## src/tsm_pkg.sv

```systemverilog
// Package for the triangular point smoother.
// Holds the coordinate width, the item structs and the controller state type.
// No dependencies; tsm_cell and the top level in src use it, tsm_div does not.
package tsm_pkg;

	// Width of one coordinate
	localparam int COORD_BITS = 10;

	typedef logic [COORD_BITS-1:0] coord_t;

	// One stored point inside the window chain
	typedef struct packed {
		coord_t x;
		coord_t y;
	} point_t;

	// Input item
	typedef struct packed {
		coord_t point_x;
		coord_t point_y;
		logic   set_end;
	} in_item_t;

	// Result item
	typedef struct packed {
		coord_t smooth_x;
		coord_t smooth_y;
		logic   is_last;
	} out_item_t;

	// Controller states
	typedef enum logic [2:0] {
		ST_IDLE,
		ST_ACC,
		ST_DIV_GO,
		ST_DIV,
		ST_HOLD
	} tsm_state_t;

endpackage

```

## src/tsm_cell.sv

```systemverilog
// One cell of the window chain: holds one point and passes it on.
// Depends on tsm_pkg for the point type.
module tsm_cell (
	input  logic            clk,
	input  logic            arst_n,
	input  logic            shift,
	input  tsm_pkg::point_t d,
	output tsm_pkg::point_t q
);

	tsm_pkg::point_t pt_q;

	// Take the neighbor's point on every shift
	always_ff @(posedge clk or negedge arst_n) begin
		if (!arst_n) begin
			pt_q <= '0;
		end else if (shift) begin
			pt_q <= d;
		end
	end

	assign q = pt_q;

endmodule

```

## src/tsm_div.sv

```systemverilog
// Restoring divider, one quotient bit per cycle, for one coordinate lane.
// Depends on no package; widths come from parameters set by the top level.
module tsm_div #(
	parameter int NUM_W = 17,
	parameter int DEN_W = 8,
	parameter int QB    = 10
) (
	input  logic             clk,
	input  logic             arst_n,
	input  logic             start,
	input  logic [NUM_W-1:0] num,
	input  logic [DEN_W-1:0] den,
	output logic             done,
	output logic [QB-1:0]    quot
);

	localparam int CNT_W = $clog2(QB + 1);

	logic [DEN_W-1:0] rem_q;
	logic [QB-1:0]    low_q;
	logic [QB-1:0]    quot_q;
	logic [DEN_W-1:0] den_q;
	logic [CNT_W-1:0] cnt_q;
	logic             busy_q;
	logic             done_q;
	logic [DEN_W:0]   trial;
	logic             ge;
	logic [DEN_W:0]   diff;

	// Trial subtract of the divisor from the shifted remainder
	always_comb begin
		trial = {rem_q, low_q[QB-1]};
		ge    = trial >= {1'b0, den_q};
		diff  = trial - {1'b0, den_q};
	end

	// Control: count the quotient bits, flag the last one
	always_ff @(posedge clk or negedge arst_n) begin
		if (!arst_n) begin
			busy_q <= 1'b0;
			done_q <= 1'b0;
			cnt_q  <= '0;
		end else begin
			done_q <= 1'b0;
			if (start) begin
				busy_q <= 1'b1;
				cnt_q  <= '0;
			end else if (busy_q) begin
				cnt_q <= cnt_q + 1'b1;
				if (cnt_q == CNT_W'(QB - 1)) begin
					busy_q <= 1'b0;
					done_q <= 1'b1;
				end
			end
		end
	end

	// Datapath: load the upper numerator bits, then shift one bit per step
	always_ff @(posedge clk) begin
		if (start) begin
			rem_q  <= DEN_W'(num >> QB);
			low_q  <= num[QB-1:0];
			den_q  <= den;
			quot_q <= '0;
		end else if (busy_q) begin
			rem_q  <= ge ? diff[DEN_W-1:0] : trial[DEN_W-1:0];
			low_q  <= {low_q[QB-2:0], 1'b0};
			quot_q <= {quot_q[QB-2:0], ge};
		end
	end

	assign done = done_q;
	assign quot = quot_q;

endmodule

```

## src/triangular_point_smoother.sv

```systemverilog
// Triangular point smoother, top level: window chain, tail accumulator, two dividers.
// Flow: an item that gives a result takes one ring rotation of the 2*MAX_HALF+1 cells (ST_ACC),
//   a divider start (ST_DIV_GO) and the division at one divider bit per cycle (ST_DIV), then
//   waits in ST_HOLD while the output register is still full; no new item is taken meanwhile.
// An item that gives no result leaves the block ready for the next item at once.
// Reset: arst_n clears history, fill count and handshake state; kernel_half returns to 1.
module triangular_point_smoother #(
	parameter int MAX_HALF = 7
) (
	input  logic                clk,
	input  logic                arst_n,
	input  logic                cfg_we,
	input  logic [2:0]          cfg_wdata,
	input  logic                in_valid,
	output logic                in_ready,
	input  tsm_pkg::in_item_t   in_item,
	output logic                out_valid,
	input  logic                out_ready,
	output tsm_pkg::out_item_t  out_item
);

	localparam int CB     = tsm_pkg::COORD_BITS;
	localparam int NCELL  = 2 * MAX_HALF + 1;
	localparam int HE     = (MAX_HALF < 7) ? MAX_HALF : 7;
	localparam int DMAX   = (HE + 1) * (HE + 1);
	localparam int SUM_W  = CB + $clog2(DMAX + 1);
	localparam int NUM_W  = SUM_W + 1;
	localparam int DEN_W  = $clog2(2 * DMAX + 1);
	localparam int WW     = $clog2(HE + 2);
	localparam int KW     = $clog2(NCELL);
	localparam int FW     = $clog2(2 * MAX_HALF + 1);
	localparam int CW     = (FW > 4) ? FW : 4;

	tsm_pkg::tsm_state_t state_q, state_d;

	logic [2:0]       kernel_half_q;
	logic [2:0]       h_eff;
	logic [2:0]       h_q;
	logic [FW-1:0]    fill_q;
	logic             last_q;
	logic [KW-1:0]    k_q;
	logic [SUM_W-1:0] acc_x_q;
	logic [SUM_W-1:0] acc_y_q;
	logic             in_accept;
	logic             produce;
	logic             rotate;
	logic             div_start;
	logic             load_out;
	logic             out_free;
	logic             out_valid_q;
	tsm_pkg::out_item_t out_q;

	tsm_pkg::point_t  chain [NCELL];
	tsm_pkg::point_t  head;

	logic [KW-1:0]    hk;
	logic [KW-1:0]    tap_dist;
	logic             in_win;
	logic [KW:0]      w_wide;
	logic [WW-1:0]    weight;
	logic [CB+WW-1:0] prod_x;
	logic [CB+WW-1:0] prod_y;
	logic [WW-1:0]    hp1;
	logic [DEN_W-1:0] den2;
	logic [NUM_W-1:0] num_x;
	logic [NUM_W-1:0] num_y;
	logic             done_x;
	logic             done_y;
	logic [CB-1:0]    quot_x;
	logic [CB-1:0]    quot_y;

	// Configuration register
	always_ff @(posedge clk or negedge arst_n) begin
		if (!arst_n) begin
			kernel_half_q <= 3'd1;
		end else if (cfg_we) begin
			kernel_half_q <= cfg_wdata;
		end
	end

	// Clamp the half width to the chain length
	assign h_eff = ({1'b0, kernel_half_q} > 4'(MAX_HALF)) ? 3'(MAX_HALF) : kernel_half_q;

	assign in_accept = in_valid && in_ready;
	assign produce   = CW'(fill_q) >= CW'({h_eff, 1'b0});
	assign out_free  = !out_valid_q || out_ready;

	// Next state
	always_comb begin
		state_d = state_q;
		unique case (state_q)
			tsm_pkg::ST_IDLE: begin
				if (in_accept && produce) state_d = tsm_pkg::ST_ACC;
			end
			tsm_pkg::ST_ACC: begin
				if (k_q == '0) state_d = tsm_pkg::ST_DIV_GO;
			end
			tsm_pkg::ST_DIV_GO: begin
				state_d = tsm_pkg::ST_DIV;
			end
			tsm_pkg::ST_DIV: begin
				if (done_x) state_d = out_free ? tsm_pkg::ST_IDLE : tsm_pkg::ST_HOLD;
			end
			tsm_pkg::ST_HOLD: begin
				if (out_free) state_d = tsm_pkg::ST_IDLE;
			end
			default: state_d = tsm_pkg::ST_IDLE;
		endcase
	end

	// Controller outputs
	always_comb begin
		in_ready  = 1'b0;
		rotate    = 1'b0;
		div_start = 1'b0;
		load_out  = 1'b0;
		unique case (state_q)
			tsm_pkg::ST_IDLE:   in_ready  = 1'b1;
			tsm_pkg::ST_ACC:    rotate    = 1'b1;
			tsm_pkg::ST_DIV_GO: div_start = 1'b1;
			tsm_pkg::ST_DIV:    load_out  = done_x && out_free;
			tsm_pkg::ST_HOLD:   load_out  = out_free;
			default: ;
		endcase
	end

	always_ff @(posedge clk or negedge arst_n) begin
		if (!arst_n) begin
			state_q <= tsm_pkg::ST_IDLE;
		end else begin
			state_q <= state_d;
		end
	end

	// Fill count: restart after each set, saturate at the history depth
	always_ff @(posedge clk or negedge arst_n) begin
		if (!arst_n) begin
			fill_q <= '0;
		end else if (in_accept) begin
			if (in_item.set_end) begin
				fill_q <= '0;
			end else if (fill_q < FW'(2 * MAX_HALF)) begin
				fill_q <= fill_q + 1'b1;
			end
		end
	end

	// Capture per-item context; walk the tap index down during the rotation
	always_ff @(posedge clk or negedge arst_n) begin
		if (!arst_n) begin
			k_q <= '0;
		end else if (in_accept) begin
			k_q <= KW'(NCELL - 1);
		end else if (rotate) begin
			k_q <= k_q - 1'b1;
		end
	end

	always_ff @(posedge clk) begin
		if (in_accept) begin
			h_q    <= h_eff;
			last_q <= in_item.set_end;
		end
	end

	// Window chain: shift in the new point, or close the ring while accumulating
	assign head = in_accept ? tsm_pkg::point_t'({in_item.point_x, in_item.point_y})
	                        : chain[NCELL-1];

	for (genvar i = 0; i < NCELL; i++) begin : g_cell
		tsm_cell u_cell (
			.clk    (clk),
			.arst_n (arst_n),
			.shift  (in_accept || rotate),
			.d      ((i == 0) ? head : chain[(i == 0) ? 0 : i-1]),
			.q      (chain[i])
		);
	end

	// Triangular weight of the tap now at the tail of the chain
	always_comb begin
		hk       = KW'(h_q);
		tap_dist = (k_q > hk) ? (k_q - hk) : (hk - k_q);
		in_win   = {1'b0, k_q} <= {hk, 1'b0};
		w_wide   = (KW+1)'(hk) + 1'b1 - (KW+1)'(tap_dist);
		weight   = in_win ? WW'(w_wide) : '0;
		prod_x   = chain[NCELL-1].x * weight;
		prod_y   = chain[NCELL-1].y * weight;
	end

	// Accumulate the weighted taps as they pass the tail
	always_ff @(posedge clk) begin
		if (in_accept) begin
			acc_x_q <= '0;
			acc_y_q <= '0;
		end else if (rotate) begin
			acc_x_q <= acc_x_q + SUM_W'(prod_x);
			acc_y_q <= acc_y_q + SUM_W'(prod_y);
		end
	end

	// Round half up: (2*S + D) / (2*D)
	always_comb begin
		hp1   = WW'(h_q) + 1'b1;
		den2  = DEN_W'({DEN_W'(hp1) * DEN_W'(hp1), 1'b0});
		num_x = {acc_x_q, 1'b0} + NUM_W'(den2 >> 1);
		num_y = {acc_y_q, 1'b0} + NUM_W'(den2 >> 1);
	end

	tsm_div #(.NUM_W(NUM_W), .DEN_W(DEN_W), .QB(CB)) u_div_x (
		.clk    (clk),
		.arst_n (arst_n),
		.start  (div_start),
		.num    (num_x),
		.den    (den2),
		.done   (done_x),
		.quot   (quot_x)
	);

	tsm_div #(.NUM_W(NUM_W), .DEN_W(DEN_W), .QB(CB)) u_div_y (
		.clk    (clk),
		.arst_n (arst_n),
		.start  (div_start),
		.num    (num_y),
		.den    (den2),
		.done   (done_y),
		.quot   (quot_y)
	);

	// Output register: hold the item until taken
	always_ff @(posedge clk or negedge arst_n) begin
		if (!arst_n) begin
			out_valid_q <= 1'b0;
		end else if (load_out) begin
			out_valid_q <= 1'b1;
		end else if (out_ready) begin
			out_valid_q <= 1'b0;
		end
	end

	always_ff @(posedge clk) begin
		if (load_out) begin
			out_q.smooth_x <= quot_x;
			out_q.smooth_y <= quot_y;
			out_q.is_last  <= last_q;
		end
	end

	assign out_valid = out_valid_q;
	assign out_item  = out_q;

`ifndef SYNTHESIS
	// A new result never overwrites one still waiting
	a_no_overwrite: assert property (@(posedge clk) disable iff (!arst_n)
		load_out |-> (!out_valid_q || out_ready))
		else $error("result loaded over a pending item");

	// Both divider lanes finish together, and only while waiting on them
	a_div_done: assert property (@(posedge clk) disable iff (!arst_n)
		(done_x || done_y) |-> (done_x == done_y) && (state_q == tsm_pkg::ST_DIV))
		else $error("divider done out of step");

	// An item without a result leaves the block ready at once
	a_pass_ready: assert property (@(posedge clk) disable iff (!arst_n)
		(in_accept && !produce) |=> in_ready)
		else $error("block stalled after an item without result");
`endif

endmodule

```

## config.mk

```make
export PLATFORM = sky130hd
export DESIGN_NAME = triangular_point_smoother
export DESIGN_NICKNAME = d
export VERILOG_FILES = /design/src/tsm_pkg.sv /design/src/tsm_cell.sv /design/src/tsm_div.sv /design/src/triangular_point_smoother.sv
export SDC_FILE = /design/constraint.sdc
export NUM_CORES = 1
export LEC_CHECK = 0
export ABC_AREA = 1
export BUFFER_PORTS_ARGS = -buffer_cell sky130_fd_sc_hd__buf_4
export CAP_MARGIN = 10
export CORE_MARGIN = 2
export CORE_UTILIZATION = 45
export CTS_CLUSTER_DIAMETER = 200
export CTS_CLUSTER_SIZE = 16
export DETAILED_ROUTE_END_ITERATION = 16
export GPL_ROUTABILITY_DRIVEN = 0
export GPL_TIMING_DRIVEN = 0
export HOLD_SLACK_MARGIN = 0.02
export SYNTH_ARGS = -nofsm -noshare
export SYNTH_HDL_FRONTEND = slang
export SYNTH_SLANG_ARGS = --single-unit
```

## constraint.sdc

```tcl
create_clock -name clk -period 9.7 [get_ports clk]
set_clock_uncertainty 0.1 [all_clocks]
set_input_delay 1.94 -clock clk [delete_from_list [all_inputs] [get_ports clk]]
set_output_delay 1.94 -clock clk [all_outputs]
set_load 0.05 [all_outputs]
```

==> results.md, run 1 <==
- Status: finished clean
- Fin crit share: 0.714
- Critical Path Source Type: flip-flop
- Chip height: between 200 and 250 um
- Core area: around 0.050 mm^2
- Final worst setup slack: 2.78 ns
- Port buffer count: 51
- Drt drc: 0
- Setup TNS: 0 ns
- CTS Buffer Depth: 3
- GRT overflow: 0
- Hold Path Class: flip-flop to flip-flop
- FMAX: 0.144 GHz
- Netlist cell types: 43
- Synthesized instance count: 2276
- Routed WL: 48200 um
- Syn Nets: ~2500
- Critical-path maximum fanout: 10
- Worst path buffer plus inverter count: 7
- RSZ-0062 raised after global routing: no
- Worst-case vdd ir drop: ~0.00017 V
- Post-synth ARST share: 0.729
- Crit path time final: 6.92 ns
- Ant. Diodes: 0
- Die Area: 0.0531 mm^2
- CTS tree: yes
- Post-synth EDFFs: 67
- Final net count: 2554
- CP most frequent cell: nand2_1
- CP delay by family, top: adder cells
- First-pass GRT wire length: roughly 80000 um
- Mapped Area: 0.0231 mm^2
- Slew headroom: 0.467
- CP Data Arrival Time: 7.35 ns
- CTS clk-pin slew, worst paths: 0.09 ns
- Worst-margin pin slew: 0.799 ns
- CP Capture Type: flip-flop
- Area grow syn2layout: 9.39%
- Root buf cell: clkbuf_16
- Vias per Instance: 5.08
- Final setup vio count: 0
- Cts repair resizes: 0
- Post-DRT Antenna Nets: 0
- CTS Hold Bufs: 0
- Crit path kind: flip-flop to flip-flop
- Yosys reg bits: 447
- Total power: about 3.2 mW
- R2r setup slk: 2.78 ns
- Post-DP HPWL: 36300 um
- 1st-pass router iterations: 7
- # IOs: 52
- CP max stage delay: ~0.62 ns
- Synth Warn #: 0
- Synth Area per Inst: between 10 and 15 um^2
- DR WL/cell: roughly 16 um
- Hold Fails Final Rpt: 0
- Post-DP Area: 0.0244 mm^2
- Number of global-route vias before repair: roughly 15000
- Slowest cell on crit path: fa_1
- Pre-CTS WS: around 2.8 ns
- Pins Over Slew Limit: 0
- Postcts setup bufs: 0
- Total number of vias: about 15000
- Clk sinks: between 400 and 500
- Depth of the CTS H-tree: 1
- Top FF cell, synth: dfrtp_1
- Filler cells: around 4600
- Die width: 230 um
- Row count: a little over 80
- Effective utilization at floorplan: 0.458
- Initial antenna violation count: 0
- Total Routing Usage GR: 0.186
- Sequential share of the synthesized area: 0.488
- Layout cell share with drive strength beyond 1: 0.163
- Cts bufs inserted: 31
- Post-route cell area: 0.0252 mm^2
- Largest net degree at the start of global routing: ~120
- PD cells: around 120 mW/mm^2
- Leakage: 13.0 nW
- Starting DRT DRC Count: 864
- Worst-skew pair later-pin latency: between 0.6 and 0.7 ns
- MaxCap Viol Count: 0
- Worst Path Required: ~10 ns
[synthesized netlist by cell type (26+ instances only)]
cell	number	share of area
mux2_2	242	0.12
buf_6	28	0.014
nand3_1	144	0.031
nor2_1	145	0.024
nand2_1	406	0.066
ha_1	102	0.055
dfrtp_1	325	0.35
dfxtp_1	54	0.047
fa_1	59	0.051
edfxtp_1	67	0.087
o211ai_1	26	0.0085
inv_1	344	0.056
a21oi_1	50	0.011
o21ai_0	89	0.019
[power breakdown]
part	switching [mW]	internal [mW]	leakage [nW]	total, mW
registers	0.000788	1.89	5.37	1.90
logic	0.0337	0.0134	7.21	0.0471
clock network	0.628	0.583	0.405	1.21
[worst paths after layout]
check,to,startpoint,depth (start not counted)
max,acc_y_q[11],h_q[0],29
min,out_item[0],last_q,0
min reg2reg,out_item[0],last_q,0
max reg2reg,acc_y_q[11],h_q[0],29
max in group asynchronous,g_cell[8].u_cell.q[3],arst_n,3
min in group asynchronous,u_div_y.cnt_q[2],arst_n,1
[stage by stage]
stage / hold slack [ns] / cells / util
2_1_floorplan: 0.300 / 2276 / -
3_3_place_gp: 0.302 / 2999 / 0.482
3_5_place_dp: 0.321 / 3003 / 0.485
4_1_cts: 0.339 / 3046 / 0.501
5_1_grt: 0.340 / 3046 / 0.501
6_report: 0.336 / 3046 / 0.501
[worst register-to-register path, delay by kind of cell (launching register included)]
kind,cells,cell delay (ns)
and+or+nand+nor,11,1.28
AOI/OAI and AO/OA,2,0.46
DFF,1,0.59
xor gates and xnor gates,1,0.13
adders and majority gates,8,3.45
buffers and inverters,7,0.85
[sequential cells by signal, summed over array words and instances, names as in the netlist, 8 cells and up]
signal,flops
g_cell.u_cell.q,300
acc_y_q,17
u_div_y.quot,10
acc_x_q,17
u_div_y.low_q,10
u_div_y.rem_q,8
u_div_x.low_q,10
u_div_x.rem_q,8
u_div_x.quot,10
out_item,21
[layer usage]
metal / wire length [um] / up-vias / track usage
met2: 22400 / 299 / 0.310
met5: 0 / - / 0
met3: 1620 / 79 / 0.0201
met1: 23000 / 7518 / 0.259
li1: - / 7589 / -
met4: 1250 / 0 / 0.0514
[logic make-up after synthesis]
kind of cell,count (synthesis),share of synthesized area
simple gates,750,0.136
flops,447,0.488
buf+inv,417,0.0782
mux,261,0.127
compound gates,203,0.0508
fa+ha+maj,161,0.106
xor+xnor,36,0.0137
other cells,1,0.000162
[area by class of cell]
cell class,instances,area [um^2],area share
flip-flops and latches,447,11300,0.446
multi-input cells,1412,10000,0.397
inverters,346,1300,0.0514
well taps,672,841,0.0333
clock buffers,42,817,0.0324
plain buffers,71,505,0.0200
repair buffers,55,488,0.0193
clock inverters,1,20.0,0.000793
[layout by cell type, fill, tap and decap left out, types with 36 or more instances in the layout]
cell type,instances
nand2_1,406
inv_1,344
dfrtp_1,325
mux2_2,242
nand3_1,144
nor2_1,144
ha_1,102
o21ai_0,89
edfxtp_1,67
fa_1,59
dfxtp_1,54
buf_4,53
a21oi_1,50
clkbuf_1,36
Note: power is estimated with default switching activity, not from simulation.
==> inputs of run 2 (changes only) <==
clock period = 5.8 ns   (was 9.7 ns; I/O delays follow)
==> results.md, run 2 (synthesized netlist as in run 1, its figures left out) <==
- Depth of the CTS H-tree: 1
- Post-DRT Antenna Nets: 0
- CP max stage delay: 0.51 ns
- R2r setup slk: -0.47 ns
- Hold Fails Final Rpt: 0
- Internal power: 4.17 mW
- Total number of vias: 15600
- Clk pwr share: 0.385
- Critical Path Source Type: flip-flop
- Root buf cell: clkbuf_16
- Effective utilization at floorplan: 0.458
- Clk sinks: between 400 and 500
- Routed WL: 50200 um
- Die Area: between 0.05 and 0.06 mm^2
- CP Capture Type: flip-flop
- Worst Path Required: 6.22 ns
- Final worst setup slack: -0.473 ns
- R2R depth: 34
- Port buffer count: 51
- Most common cell after layout, fill and taps aside: nand2_1
- Drt drc: 0
- Hold Path Class: primary input to asynchronous set/reset pin
- Layout cell share with drive strength beyond 1: 0.251
- Final setup vio count: 26
- NetSw: 1.11 mW
- Row count: 82
- MaxCap Viol Count: 0
- Cts bufs inserted: 31
- Tightest hold margin: 0.235 ns
- Leakage: approximately 13 nW
- Highest-count cells in the layout ignoring fill and taps: nand2_1 (344), dfrtp_1 (325), inv_1 (320)
- 1st-pass router iterations: 6
- GRT overflow: 0
- First-pass GRT wire length: 82500 um
- Die width: 230 um
- Sequential fraction of design power: 0.600
- Sw frac: 0.211
- Final net count: 2589
- CP most frequent cell: inv_1
- CTS Buffer Depth: 3
- Pins Over Slew Limit: 0
- Slew headroom: 0.367
- DR WL/cell: 16.3 um
- FMAX: 0.159 GHz
- PD cells: approximately 200 mW/mm^2
- Total power: between 5 and 6 mW
- Chip height: around 230 um
- Crit path time final: 6.27 ns
- Post-DP HPWL: 36800 um
- Crit path kind: flip-flop to flip-flop
- Slowest cell on crit path: fa_1
- CP Data Arrival Time: 6.69 ns
- Area grow syn2layout: 14.9%
- RSZ-0062 raised after global routing: yes
- # IOs: 52
- RR Endpoint: acc_y_q[11]
- Largest net degree at the start of global routing: 121
- Filler cells: 4434
- Vias per Instance: 5.07
- Number of global-route vias before repair: 15900
- Initial antenna violation count: 1
- Worst-skew pair later-pin latency: 0.61 ns
- Worst-margin pin slew: 0.944 ns
- Violated checks: negative setup slack
- Fin crit share: 1.08
- Starting DRT DRC Count: 936
- CTS Hold Bufs: 0
- CTS tree: yes
- FF-to-FF Start: h_q[0]
- Status: finished with violations
- Core area: around 0.050 mm^2
- CTS clk-pin slew, worst paths: approximately 0.080 ns
- Max reg flops: 300
- Critical-path maximum fanout: 7
- Comb pwr share: 0.015
- Worst-case vdd ir drop: 0.000244 V
- Total Routing Usage GR: 0.191
-- run 2: cell types whose count changed in the layout (fill, tap and decap cells not counted), sizes merged --
cell	delta
buf	+35
clkbuf	+1
diode	+1
-- run 2: power by group through the flow --
stage                     Clock (mW)  Combinational [mW]  Sequential (mW)
after CTS                       2.11              0.0833             3.17
final                           2.03              0.0789             3.17
after global routing            2.22              0.0920             3.17
after floorplan                    0             0.00822             3.23
after detailed placement           0              0.0829             3.23
after global placement             0              0.0735             3.23
-- run 2: worst max-delay path: cells and delay by family (launching register included) --
family,cells,cell delay (ns)
flops,1,0.46
xor+xnor,2,0.38
compound gates,2,0.32
fa+ha+maj,9,3.14
simple gates,13,1.21
buf+inv,8,0.56
-- run 2: stage by stage --
step                setup slack, ns  std cells  utilization  cell area (um^2)  setup TNS, ns
finish                       -0.473       3083        0.526             26500          -9.97
global route                 -0.747       3082        0.526             26500         -16.73
CTS                          -0.353       3071        0.515             25900          -6.98
detailed placement           -0.918       3003        0.488             24600         -20.45
global placement             -0.784       2999        0.486             24500         -17.03
floorplan                   -0.0119       2276            -             23300        -0.0215
-- run 2: routing by layer --
metal  up-vias  part of all wire  track usage
li1       7659                 -            -
met1      7572              0.46        0.260
met2       313              0.48        0.324
met3        74             0.040       0.0220
met4         0             0.024       0.0510
met5         -                 0            0
-- run 2: worst max path at each step --
stage,start,endpoint,slack [ns]
final,h_q[0],acc_y_q[11],-0.47
after global routing,h_q[0],acc_x_q[14],-0.75
after detailed placement,h_q[0],acc_x_q[16],-0.92
after global placement,h_q[0],acc_x_q[14],-0.78
after floorplan,h_q[0],acc_x_q[16],-0.01
after CTS,h_q[0],acc_x_q[15],-0.35
-- run 2: layout make-up --
type	instances	area (um^2)	area share
Clock buffer	43	821	0.0309
Clock inverter	1	20.0	0.000755
Sequential cell	447	11300	0.424
Antenna cell	1	2.50	0.0000944
Multi-Input combinational cell	1412	11000	0.413
Tap cell	672	841	0.0317
Inverter	346	1300	0.0491
Buffer	71	524	0.0198
Timing Repair Buffer	90	797	0.0301
-- run 2: what timing repair did --
item | 4_1_cts | 5_1_grt
pin swaps | 47 | 97
setup endpoints to repair | 28 | 28
endpoints found under the hold margin | 0 | 0
setup buffers | 23 | 11
cloned | 1 | 0
resized for setup | 76 | 129
==> inputs of run 3 (changes only) <==
CTS_BUF_LIST = sky130_fd_sc_hd__clkbuf_4   (was not set)
==> results.md, run 3 (synthesized netlist as in run 1, its figures left out) <==
- Status: finished with violations
- Violated checks: negative setup slack
- Final net count: roughly 2600
- Total Routing Usage GR: 0.191
- Die width: roughly 230 um
- Fin crit share: 1.07
- Internal power: 3.53 mW
- Effective utilization at floorplan: 0.458
- Highest-count cells in the layout ignoring fill and taps: nand2_1 (349), dfrtp_1 (325), inv_1 (323)
- First-pass GRT wire length: 82300 um
- Worst-case vdd ir drop: 0.000191 V
- Crit path time final: 6.23 ns
- Sw frac: 0.222
- Max reg flops: 300
- GRT overflow: 0
- Final worst setup slack: -0.425 ns
- Worst Path Required: 6.47 ns
- Starting DRT DRC Count: 879
- Pins Over Slew Limit: 0
- Layout cell share with drive strength beyond 1: 0.248
- Number of global-route vias before repair: approximately 16000
- CP max stage delay: between 0.5 and 0.6 ns
- Hold Fails Final Rpt: 0
- CP Data Arrival Time: ~7 ns
- Hold Path Class: flip-flop to flip-flop
- Worst-skew pair later-pin latency: just under 0.9 ns
- Clk pwr share: 0.283
- Drt drc: 0
- CTS clk-pin slew, worst paths: 0.18 ns
- Port buffer count: 51
- DR WL/cell: 16.2 um
- CTS tree: yes
- Post-DRT Antenna Nets: 0
- Filler cells: 4523
- Slowest cell on crit path: fa_1
- Comb pwr share: 0.017
- Most common cell after layout, fill and taps aside: nand2_1
- Sequential fraction of design power: 0.699
- Worst-margin pin slew: ~0.97 ns
- RSZ-0062 raised after global routing: yes
- Clk sinks: 447
- MaxCap Viol Count: 0
- Critical-path maximum fanout: 8
- Routed WL: 49800 um
- Vias per Instance: slightly above 5
- Crit path kind: flip-flop to flip-flop
- Core area: 0.0504 mm^2
- Initial antenna violation count: 2
- Final setup vio count: 26
- Leakage: ~13 nW
- Final design utilization: 0.514
- Row count: 82
- # IOs: 52
- 1st-pass router iterations: 5
- Critical Path Source Type: flip-flop
- FMAX: 0.161 GHz
- Die Area: 0.0531 mm^2
- Root buf cell: clkbuf_4
- Largest net degree at the start of global routing: ~120
- CP Capture Type: flip-flop
- Area grow syn2layout: 12.3%
- Setup TNS: -9.43 ns
- NetSw: 1.01 mW
- Chip height: between 200 and 250 um
- CTS Buffer Depth: 3
- Total number of vias: 15500
- R2R depth: 35
- Post-DP HPWL: between 30000 and 40000 um
- PD cells: 175 mW/mm^2
- Slew headroom: 0.347
- Depth of the CTS H-tree: 1
- Worst hold stages: 0
- Cts bufs inserted: 31
run 3: changes by cell type in the layout (fill, tap and decap cells not counted), sizes merged:
cell,change
buf,-3
clkinvlp,+1
dlygate4sd3,+1
inv,-1
run 3: metal layers:
layer / vias up / wire [um] / track usage
met5: - / 13 / 0
met4: 2 / 1380 / 0.0526
met3: 86 / 1680 / 0.0210
met2: 247 / 23700 / 0.320
met1: 7557 / 23000 / 0.262
li1: 7653 / - / -
run 3: timing repair:
item	in CTS	in global routing
endpoints found under the hold margin	8	0
resized for setup	70	110
pin swaps	49	70
buffers inserted	22	9
setup endpoints to repair	28	28
hold buffers	1	0
cloned	1	0
run 3: area by class of cell:
cell class / count / area, um^2 / area share
flip-flops and latches: 447 / 11300 / 0.434
multi-input cells: 1412 / 10900 / 0.420
inverters: 346 / 1300 / 0.0501
well taps: 672 / 841 / 0.0325
repair buffers: 88 / 781 / 0.0301
plain buffers: 71 / 524 / 0.0202
clock buffers: 43 / 323 / 0.0125
clock inverters: 1 / 7.51 / 0.000290
diodes: 1 / 2.50 / 0.0000966
run 3: per-stage QoR:
step / power, mW / setup WS, ns / hold slack (ns) / std cells / instance area [um^2]
after floorplan: 3.24 / -0.0119 / 0.300 / 2276 / 23300
after detailed placement: 3.32 / -0.918 / 0.325 / 3003 / 24600
final: 4.54 / -0.425 / 0.360 / 3081 / 25900
after global routing: 4.74 / -0.736 / 0.286 / 3081 / 25900
after global placement: 3.31 / -0.784 / 0.302 / 2999 / 24500
after CTS: 4.62 / -0.355 / 0.297 / 3071 / 25400
run 3: path summary, 6_finish.rpt:
check                                 from               endpoint  slack [ns]
max                                 h_q[0]            acc_x_q[10]       -0.43
min                        u_div_x.quot[9]           out_item[20]        0.36
max reg2reg                         h_q[0]            acc_x_q[10]       -0.43
min reg2reg                u_div_x.quot[9]           out_item[20]        0.36
max in group asynchronous           arst_n  g_cell[8].u_cell.q[2]        3.29
min in group asynchronous           arst_n         u_div_y.busy_q        0.55
run 3: critical path: cells and delay by family, from the launching register on:
family | cells | cell delay, ns
simple gates | 17 | 1.49
buf+inv | 7 | 0.46
flops | 1 | 0.49
xor+xnor | 2 | 0.38
fa+ha+maj | 9 | 3.21
run 3: power by group through the flow:
stage	clock network, mW	logic (mW)	registers [mW]
6_report	1.29	0.0793	3.17
5_1_grt	1.47	0.0928	3.18
4_1_cts	1.36	0.0839	3.17
3_5_place_dp	0	0.0829	3.23
3_3_place_gp	0	0.0735	3.23
2_1_floorplan	0	0.00822	3.23
